File: src/hdl/weo_pkg.sv
package weo_pkg;

  // Shared divider geometry: magnitude numerator, scaled divisor, quotient bits
  localparam int unsigned DIV_NUM_W = 46;
  localparam int unsigned DIV_DEN_W = 30;
  localparam int unsigned DIV_Q_W   = 17;
  localparam int unsigned DIV_CNT_W = 5;

  // Scale factors
  localparam logic [30:0] SPEED_NUM = 31'd1225221134;
  localparam logic [13:0] SPEED_DEN = 14'd9097;
  localparam logic [10:0] DIST_NUM  = 11'd1225;
  localparam logic [13:0] DIST_DEN  = 14'd9097;

  // Register reset values
  localparam logic [15:0] AVG_INTERVAL_RST = 16'd2000;
  localparam logic [15:0] STANDSTILL_RST   = 16'd5000;

  // Configuration register indexes
  localparam logic CFG_AVG_INTERVAL = 1'b0;
  localparam logic CFG_STANDSTILL   = 1'b1;

  typedef struct packed {
    logic                 start;
    logic [DIV_NUM_W-1:0] num;
    logic [DIV_DEN_W-1:0] den;
  } div_req_t;

  typedef struct packed {
    logic               done;
    logic               ovf;
    logic [DIV_Q_W-1:0] quo;
  } div_rsp_t;

endpackage

File: src/hdl/weo_divider.sv
module weo_divider import weo_pkg::*; (
  input  logic     clk,
  input  logic     rst_n,
  input  div_req_t req,
  output div_rsp_t rsp
);

  logic                 busy_r;
  logic                 done_r;
  logic [DIV_CNT_W-1:0] cnt_r;
  logic [DIV_NUM_W-1:0] rem_r;
  logic [DIV_NUM_W-1:0] ds_r;
  logic [DIV_Q_W-1:0]   quo_r;
  logic                 ovf_r;
  logic                 ge;

  assign ge = (rem_r >= ds_r);

  always_ff @(posedge clk) begin
    if (!rst_n) begin
      busy_r <= 1'b0;
      done_r <= 1'b0;
      cnt_r  <= '0;
    end else begin
      done_r <= 1'b0;
      if (req.start) begin
        busy_r <= 1'b1;
        cnt_r  <= DIV_CNT_W'(DIV_Q_W);
      end else if (busy_r) begin
        cnt_r <= cnt_r - 1'b1;
        if (cnt_r == DIV_CNT_W'(1)) begin
          busy_r <= 1'b0;
          done_r <= 1'b1;
        end
      end
    end
  end

  // Restoring division, one quotient bit per cycle from the top
  always_ff @(posedge clk) begin
    if (req.start) begin
      rem_r <= req.num;
      ds_r  <= {req.den, (DIV_Q_W-1)'(0)};
      quo_r <= '0;
      ovf_r <= ({1'b0, req.num} >= {req.den, DIV_Q_W'(0)});
    end else if (busy_r) begin
      if (ge) begin
        rem_r <= rem_r - ds_r;
      end
      quo_r <= {quo_r[DIV_Q_W-2:0], ge};
      ds_r  <= ds_r >> 1;
    end
  end

  assign rsp.done = done_r;
  assign rsp.ovf  = ovf_r;
  assign rsp.quo  = quo_r;

endmodule

File: src/hdl/wheel_encoder_odometry_core.sv
// Wheel encoder odometry. Each input beat carries both wheel counts and two
// timestamps; each produces exactly one output beat with the speed of that
// sample, the peak speed, the accumulated distance, the windowed average
// velocity and a moving flag. For a beat whose counts differ from the last
// ones, one shared shift-subtract divider resolves 17 quotient bits, one per
// cycle, for the left speed, the right speed and the distance step in turn,
// each division preceded by its load step. A beat with unchanged counts skips
// the divider. The next beat can be taken in the cycle after the result is
// loaded; the block takes no new beat before it is through with the last one.
// in_tready is high only while the block is idle with no result to load; a
// finished result waits in the output register while the next beat is taken,
// and a held result stalls only the loading of the following one.
// Configuration is written through cfg_we, cfg_addr (0: average interval in
// ms, 1: standstill timeout in us) and cfg_wdata.
module wheel_encoder_odometry_core import weo_pkg::*; (
  input  logic        clk,
  input  logic        rst_n,
  input  logic        in_tvalid,
  output logic        in_tready,
  // left_count[15:0], right_count[31:16], time_us[47:32], time_ms[79:48]
  input  logic [79:0] in_tdata,
  output logic        out_tvalid,
  input  logic        out_tready,
  // speed[15:0], max_speed[31:16], distance[63:32], average_velocity[79:64],
  // moving[80], zero[87:81]
  output logic [87:0] out_tdata,
  input  logic        cfg_we,
  input  logic        cfg_addr,
  input  logic [15:0] cfg_wdata
);

  typedef enum logic [9:0] {
    ST_IDLE  = 10'b0000000001,
    ST_DELTA = 10'b0000000010,
    ST_DEN   = 10'b0000000100,
    ST_LD_L  = 10'b0000001000,
    ST_DV_L  = 10'b0000010000,
    ST_LD_R  = 10'b0000100000,
    ST_DV_R  = 10'b0001000000,
    ST_LD_D  = 10'b0010000000,
    ST_DV_D  = 10'b0100000000,
    ST_FIN   = 10'b1000000000
  } state_t;

  // Result is written from ST_FIN's follow-up; window state uses its own step
  logic win_pend_r;

  state_t state_r;

  logic [15:0] avg_interval_r;
  logic [15:0] standstill_r;

  // Captured beat
  logic [15:0] in_left_r;
  logic [15:0] in_right_r;
  logic [15:0] in_us_r;
  logic [31:0] in_ms_r;

  // Block state
  logic [15:0] last_left_r;
  logic [15:0] last_right_r;
  logic [15:0] last_change_r;
  logic [31:0] distance_r;
  logic [15:0] peak_r;
  logic [31:0] win_start_r;
  logic [31:0] win_dist_r;
  logic [15:0] avg_vel_r;

  // Working registers
  logic        changed;
  logic        changed_r;
  logic [15:0] dl_r;
  logic [15:0] dr_r;
  logic [15:0] gap_r;
  logic [29:0] den_r;
  logic [15:0] half_r;
  logic [15:0] sl_r;
  logic [15:0] sr_r;
  logic [31:0] step_r;
  logic [15:0] speed_r;

  logic                 req_start_r;
  logic [DIV_NUM_W-1:0] req_num_r;
  logic [DIV_DEN_W-1:0] req_den_r;
  div_req_t             div_req;
  div_rsp_t             div_rsp;

  logic        out_valid_r;
  logic [87:0] out_data_r;
  logic        out_free;

  // Window step values
  logic [15:0] idle_us;
  logic [31:0] ms_gap;
  logic [32:0] gain;
  logic [32:0] gain_adj;
  logic [31:0] gain_half;
  logic [15:0] gain_sat;
  logic [15:0] speed_avg;
  logic [15:0] dist_half;

  function automatic logic [15:0] half_sum(input logic [15:0] a, input logic [15:0] b);
    logic [16:0] s;
    logic [16:0] s_adj;
    s     = {a[15], a} + {b[15], b};
    s_adj = s + {16'b0, s[16]};
    return s_adj[16:1];
  endfunction

  function automatic logic [15:0] mag16(input logic [15:0] v);
    return v[15] ? (16'd0 - v) : v;
  endfunction

  // Apply the sign and clamp to 16 bits signed
  function automatic logic [15:0] sat_speed(input logic neg, input div_rsp_t r);
    logic [15:0] res;
    if (neg) begin
      if (r.ovf || r.quo > DIV_Q_W'(32768)) res = 16'h8000;
      else                                  res = 16'd0 - r.quo[15:0];
    end else begin
      if (r.ovf || r.quo > DIV_Q_W'(32767)) res = 16'h7FFF;
      else                                  res = r.quo[15:0];
    end
    return res;
  endfunction

  assign div_req.start = req_start_r;
  assign div_req.num   = req_num_r;
  assign div_req.den   = req_den_r;

  weo_divider u_div (
    .clk   (clk),
    .rst_n (rst_n),
    .req   (div_req),
    .rsp   (div_rsp)
  );

  assign in_tready  = (state_r == ST_IDLE) && !win_pend_r;
  assign out_tvalid = out_valid_r;
  assign out_tdata  = out_data_r;
  assign out_free   = !out_valid_r || out_tready;

  assign changed   = (in_left_r != last_left_r) || (in_right_r != last_right_r);
  assign speed_avg = half_sum(sl_r, sr_r);
  assign dist_half = half_sum(dl_r, dr_r);

  assign idle_us   = in_us_r - last_change_r;
  assign ms_gap    = in_ms_r - win_start_r;
  assign gain      = {distance_r[31], distance_r} - {win_dist_r[31], win_dist_r};
  assign gain_adj  = gain + {32'b0, gain[32]};
  assign gain_half = gain_adj[32:1];

  always_comb begin
    if (!gain_half[31] && (gain_half[30:15] != 16'h0000)) begin
      gain_sat = 16'h7FFF;
    end else if (gain_half[31] && (gain_half[30:15] != 16'hFFFF)) begin
      gain_sat = 16'h8000;
    end else begin
      gain_sat = gain_half[15:0];
    end
  end

  always_ff @(posedge clk) begin
    if (!rst_n) begin
      avg_interval_r <= AVG_INTERVAL_RST;
      standstill_r   <= STANDSTILL_RST;
    end else if (cfg_we) begin
      unique case (cfg_addr)
        CFG_AVG_INTERVAL: avg_interval_r <= cfg_wdata;
        CFG_STANDSTILL:   standstill_r   <= cfg_wdata;
        default:          avg_interval_r <= avg_interval_r;
      endcase
    end
  end

  // Sequencer and block state
  always_ff @(posedge clk) begin
    if (!rst_n) begin
      state_r       <= ST_IDLE;
      win_pend_r    <= 1'b0;
      req_start_r   <= 1'b0;
      out_valid_r   <= 1'b0;
      last_left_r   <= '0;
      last_right_r  <= '0;
      last_change_r <= '0;
      distance_r    <= '0;
      peak_r        <= '0;
      win_start_r   <= '0;
      win_dist_r    <= '0;
      avg_vel_r     <= '0;
    end else begin
      req_start_r <= 1'b0;
      if (out_valid_r && out_tready) begin
        out_valid_r <= 1'b0;
      end

      unique case (state_r)
        ST_IDLE: begin
          if (win_pend_r) begin
            if (out_free) begin
              win_pend_r  <= 1'b0;
              out_valid_r <= 1'b1;
              if (idle_us > standstill_r) begin
                win_start_r <= '0;
                avg_vel_r   <= '0;
                peak_r      <= '0;
                win_dist_r  <= distance_r;
                out_data_r  <= {7'b0, 1'b0, 16'h0000, distance_r, 16'h0000, speed_r};
              end else if (ms_gap > {16'b0, avg_interval_r}) begin
                win_start_r <= in_ms_r;
                avg_vel_r   <= gain_sat;
                win_dist_r  <= distance_r;
                out_data_r  <= {7'b0, 1'b1, gain_sat, distance_r, peak_r, speed_r};
              end else begin
                out_data_r  <= {7'b0, 1'b1, avg_vel_r, distance_r, peak_r, speed_r};
              end
            end
          end else if (in_tvalid) begin
            state_r <= ST_DELTA;
          end
        end
        ST_DELTA: begin
          if (changed) state_r <= ST_DEN;
          else         state_r <= ST_FIN;
        end
        ST_DEN: begin
          state_r <= ST_LD_L;
        end
        ST_LD_L: begin
          req_start_r <= 1'b1;
          state_r     <= ST_DV_L;
        end
        ST_DV_L: begin
          if (div_rsp.done) state_r <= ST_LD_R;
        end
        ST_LD_R: begin
          req_start_r <= 1'b1;
          state_r     <= ST_DV_R;
        end
        ST_DV_R: begin
          if (div_rsp.done) state_r <= ST_LD_D;
        end
        ST_LD_D: begin
          req_start_r <= 1'b1;
          state_r     <= ST_DV_D;
        end
        ST_DV_D: begin
          if (div_rsp.done) state_r <= ST_FIN;
        end
        ST_FIN: begin
          if (changed_r) begin
            if ($signed(speed_avg) > $signed(peak_r)) peak_r <= speed_avg;
            distance_r    <= distance_r + step_r;
            last_left_r   <= in_left_r;
            last_right_r  <= in_right_r;
            last_change_r <= in_us_r;
          end
          win_pend_r <= 1'b1;
          state_r    <= ST_IDLE;
        end
        default: state_r <= ST_IDLE;
      endcase
    end
  end

  // Datapath registers
  always_ff @(posedge clk) begin
    if (in_tvalid && in_tready) begin
      in_left_r  <= in_tdata[15:0];
      in_right_r <= in_tdata[31:16];
      in_us_r    <= in_tdata[47:32];
      in_ms_r    <= in_tdata[79:48];
    end
    if (state_r == ST_DELTA) begin
      changed_r <= changed;
      dl_r      <= in_left_r - last_left_r;
      dr_r      <= in_right_r - last_right_r;
      // A zero gap counts as one microsecond
      gap_r     <= ((in_us_r - last_change_r) == 16'd0) ? 16'd1 : (in_us_r - last_change_r);
    end
    if (state_r == ST_DEN) begin
      den_r  <= gap_r * SPEED_DEN;
      half_r <= dist_half;
    end
    if (state_r == ST_LD_L) begin
      req_num_r <= DIV_NUM_W'(mag16(dl_r) * SPEED_NUM);
      req_den_r <= den_r;
    end
    if (state_r == ST_DV_L && div_rsp.done) begin
      sl_r <= sat_speed(dl_r[15], div_rsp);
    end
    if (state_r == ST_LD_R) begin
      req_num_r <= DIV_NUM_W'(mag16(dr_r) * SPEED_NUM);
    end
    if (state_r == ST_DV_R && div_rsp.done) begin
      sr_r <= sat_speed(dr_r[15], div_rsp);
    end
    if (state_r == ST_LD_D) begin
      req_num_r <= DIV_NUM_W'(mag16(half_r) * DIST_NUM);
      req_den_r <= DIV_DEN_W'(DIST_DEN);
    end
    if (state_r == ST_DV_D && div_rsp.done) begin
      step_r <= half_r[15] ? (32'd0 - {15'b0, div_rsp.quo}) : {15'b0, div_rsp.quo};
    end
    if (state_r == ST_FIN) begin
      speed_r <= changed_r ? speed_avg : 16'd0;
    end
  end

`ifndef ASSERT_OFF
  a_busy_after_accept: assert property (@(posedge clk) disable iff (!rst_n)
    (in_tvalid && in_tready) |=> !in_tready)
    else $error("input taken while a beat is in work");

  a_still_clears: assert property (@(posedge clk) disable iff (!rst_n)
    (out_tvalid && !out_tdata[80]) |-> (out_tdata[79:64] == 16'h0000 &&
                                        out_tdata[31:16] == 16'h0000))
    else $error("standstill result carries stale peak or average");

  a_peak_nonneg: assert property (@(posedge clk) disable iff (!rst_n)
    out_tvalid |-> !out_tdata[31])
    else $error("peak speed went negative");

  a_div_done_state: assert property (@(posedge clk) disable iff (!rst_n)
    div_rsp.done |-> (state_r == ST_DV_L || state_r == ST_DV_R || state_r == ST_DV_D))
    else $error("divider finished outside a divide step");
`endif

endmodule

File: config.mk
export PLATFORM = sky130hd
export DESIGN_NAME = wheel_encoder_odometry_core
export DESIGN_NICKNAME = d
export VERILOG_FILES = /design/src/hdl/weo_pkg.sv /design/src/hdl/weo_divider.sv /design/src/hdl/wheel_encoder_odometry_core.sv
export SDC_FILE = /design/constraint.sdc
export NUM_CORES = 2
export LEC_CHECK = 0
export ABC_AREA = 1
export BUFFER_PORTS_ARGS = -buffer_cell sky130_fd_sc_hd__buf_2
export CAP_MARGIN = 10
export CORE_MARGIN = 1
export CORE_UTILIZATION = 31
export DETAILED_ROUTE_END_ITERATION = 6
export PLACE_DENSITY_LB_ADDON = 0.1
export SLEW_MARGIN = 20
export SYNTH_ARGS = -nofsm -noshare
export SYNTH_HDL_FRONTEND = slang
export SYNTH_HIERARCHICAL = 1
export SYNTH_SLANG_ARGS = --single-unit
File: constraint.sdc
create_clock -name clk -period 8.9 [get_ports clk]
set_clock_uncertainty 0.1 [all_clocks]
set_input_delay 1.78 -clock clk [delete_from_list [all_inputs] [get_ports clk]]
set_output_delay 1.78 -clock clk [all_outputs]
set_load 0.02 [all_outputs]
==> results.md <==
* Core ar. at 210000 sq um
* Crit-path slowest cell: fa_1
* Synth top area cells: edfxtp_1 (20%), ha_1 (17%), dfxtp_1 (9.5%), inv_1 (9.1%), nand2_1 (9.0%)
* Relative slew slack at 0.230
* Largest area contributor in the netlist: edfxtp_1
* VDD IR-drop max at 0.156 mV
* RSZ-0062 raised after global routing: no
* Share of cells above drive strength 1 at 0.0754
* Port Buf Inserts at 184
* CTS resizes at 0
* Yosys reg bits at 736
* Post-route insts no fill at 11400
* # DRC at 0
* WL final at 211000 microns
* Fmax at 0.125 GHz
* Number of global-route vias before repair at 52700
* Htree depth at 3
* Routed vias at 53300
* Most common cell on crit path: inv_1
* WHS Path Cells at 0
* Actual slew at the worst max-slew pin at 1.15 ns
* Root Driver: clkbuf_16
* Lkg Pwr at 35.3 nW
* Routed WL per cell at 18.6 microns
* Total die area at 213000 sq um
* Yosys warns at 6
* Xor-xnor portion of the synthesized cell area at 0.0379
* Detailed Routing Iterations Pass 1 at 5
* Die height at 461 microns
* Area post-placement at 69700 sq um
* Largest family of logic cells by synthesized area: adder cells
* Pwr/cell area at 205 nW/um^2
* Post-DP HPWL at 175000 microns
* R2R setup slack at 0.91 ns
* Post-route ant nets at 0
* Setup CP Type: reg2reg
* Clock slew at reported path FFs at 0.05 ns
* Max stage delay on crit path at 0.56 ns
* TNS Setup at 0 ns
* Required @ worst endpoint at 9.42 ns
* Fillers at 22200
* Top post-synthesis cells by count: inv_1 (1587), nand2_1 (1574), ha_1 (907), nor2_1 (622), a21oi_1 (590)
* CTS tree: built
* Row count at 168
* Area share of fa/ha/maj cells after synthesis at 0.262
* Worst r2r path cells at 34
* GPL Wtd Cong at 0.919
* Post-synth top area share at 0.196
* Post-route setup slack at 0.908 ns
* Worst skew pair latency at 0.74 ns
* Mapped Avg Cell Area at 7.91 sq um
* Final Critical Period at 7.99 ns
* CP Capture Type: register
* Post-synthesis sequential area ratio at 0.291
* Grt total ovfl at 0
* Async set-or-reset flop fraction in the synthesized netlist at 0
* Iter 0 DRT Violations at 2937
* Max-slew violation count at 0
* Hold Buf Count CTS at 0
* Postcts setup bufs at 0
* Crit-path max FO at 13
* Cells after Synth at 8260
* Setup violators final at 0
* Synthesized area at 65300 sq um
* Hold Startpoint: speed_r[12]$_SDFFCE_PN0N_
* EDFF count, synth at 426
* Hold crit path type: reg2reg
* Nets at 9761
* Final instance area at 72900 sq um
* Clock Path Buffers at 3
* Global-route wire length before repair at 320000 microns
* Largest net degree at the start of global routing at 89
* Ys flop type: edfxtp_1
* Most frequent cell after synthesis: inv_1
* RR Startpoint: dl_r[0]$_DFFE_PP_
* Fin crit share at 0.898
* Distinct cells, synth at 70
* Max-cap violations at 0
* Clock sink count at 736
* Total GRT Usage at 0.198
* Final Hold Vio Count at 0
* Final total power at 14.9 mW
* Num CTS Buffers at 93
* Worst reg2reg path endpoint: req_num_r[42]$_SDFFE_PP0P_
* Initial core utilization at 0.312
* Worst slack, placed at 0.882 ns
* Antenna violations before repair at 8
* Area Growth Syn to Fin at 11.6%
* Proportion of synthesized area in mux cells at 0.000345
* Hold endpoint: out_tdata[12]$_DFFE_PP_
* Arr. time, crit path at 8.51 ns
* Post-synthesis simple-gate area fraction at 0.190
* Via density at 4.70
* Placed Cells at 11200
* Die width at 461 microns
* Compound-Gate Fraction of Synth Area at 0.115
* Outcome: completed
* I/O pins at 192
* Startpoint Class: register
metal layers:
metal,share of wire,GRT usage,wire [microns]
met5,0.000057,0,12
met4,0.024,0.0484,5020
met3,0.043,0.0295,9160
met2,0.43,0.305,90200
met1,0.51,0.286,107000
through the flow:
step	hold WS, ns	utilization
2_1_floorplan	0.300	-
3_3_place_gp	0.304	0.333
3_5_place_dp	0.305	0.333
4_1_cts	0.318	0.348
5_1_grt	0.328	0.348
6_report	0.316	0.348
layout by cell type (no fill, tap or decap), drive strengths merged, types with 4 or more instances in the layout:
cell,netlist,layout
inv,1618,1622
clkinv,5,51
a21boi,12,12
o31ai,12,12
clkinvlp,0,9
nand3b,18,18
o211ai,44,44
diode,0,4
a211oi,6,6
and2,5,5
clkbuf,114,109
a221oi,4,4
o21ai,528,528
ha,907,907
o21bai,25,25
fa,288,288
edfxtp,426,426
a31oi,68,68
and3,8,8
a21oi,597,597
nor3,102,102
a21o,33,33
nor3b,4,4
o21a,22,22
bufinv,0,8
buf,41,258
a22oi,7,7
xor2,191,191
or2,34,34
nand2,1626,1626
conb,1,7
xnor2,92,92
nor2,680,680
nand3,310,310
nor4,34,34
nand4,62,62
o221ai,5,5
dfxtp,310,310
state kept, by name, indices dropped and copies added, names as in the netlist, 17 cells and up:
register     cells
out_tdata       81
req_num_r       46
u_div/ds_r      46
u_div/rem_r     46
distance_r      32
in_ms_r         32
win_dist_r      32
win_start_r     32
den_r           30
req_den_r       30
step_r          18
u_div/quo_r     17
power breakdown:
group,internal (mW),switching [mW]
logic,2.38,4.84
clock network,2.22,1.67
registers,3.76,0.0529
total,8.36,6.57
logic make-up (layout without fill, tap and decap cells):
group,count (synthesis),after routing
flops,736,736
other cells,1,11
simple gates,2884,2884
buf+inv,1778,2057
mux,2,2
fa+ha+maj,1195,1195
xor+xnor,283,283
compound gates,1381,1381
worst max-delay path, delay by kind of cell, from the launching register on:
| family | cells | cell delay [ns] |
|---|---|---|
| flops | 1 | 0.37 |
| xor+xnor | 1 | 0.42 |
| buf+inv | 10 | 1.09 |
| simple gates | 12 | 1.91 |
| fa+ha+maj | 8 | 3.59 |
| compound gates | 3 | 0.40 |
final cells by class:
cell class,count,area (sq um),share of cell area
multi-input combinational,5752,39700,0.544
clock inverter,67,689,0.00946
antenna,4,10.0,0.000137
timing repair buffer,258,1490,0.0204
tap,2805,3510,0.0481
sequential,736,19000,0.261
inverter,1623,6090,0.0836
clock buffer,109,2440,0.0334
worst max path at each step:
stage,startpoint,endpoint,cells after the start,slack (ns)
global placement,dl_r[0]$_DFFE_PP_,req_num_r[42]$_SDFFE_PP0P_,34,0.95
finish,dl_r[0]$_DFFE_PP_,req_num_r[42]$_SDFFE_PP0P_,34,0.91
floorplan,in_tvalid,in_left_r[0]$_DFFE_PP_,2,0.96
global route,dl_r[0]$_DFFE_PP_,req_num_r[42]$_SDFFE_PP0P_,34,0.29
detailed placement,dl_r[0]$_DFFE_PP_,req_num_r[42]$_SDFFE_PP0P_,34,0.88
CTS,dl_r[0]$_DFFE_PP_,req_num_r[42]$_SDFFE_PP0P_,34,0.86
No activity file was read; power rests on OpenSTA's default activity.
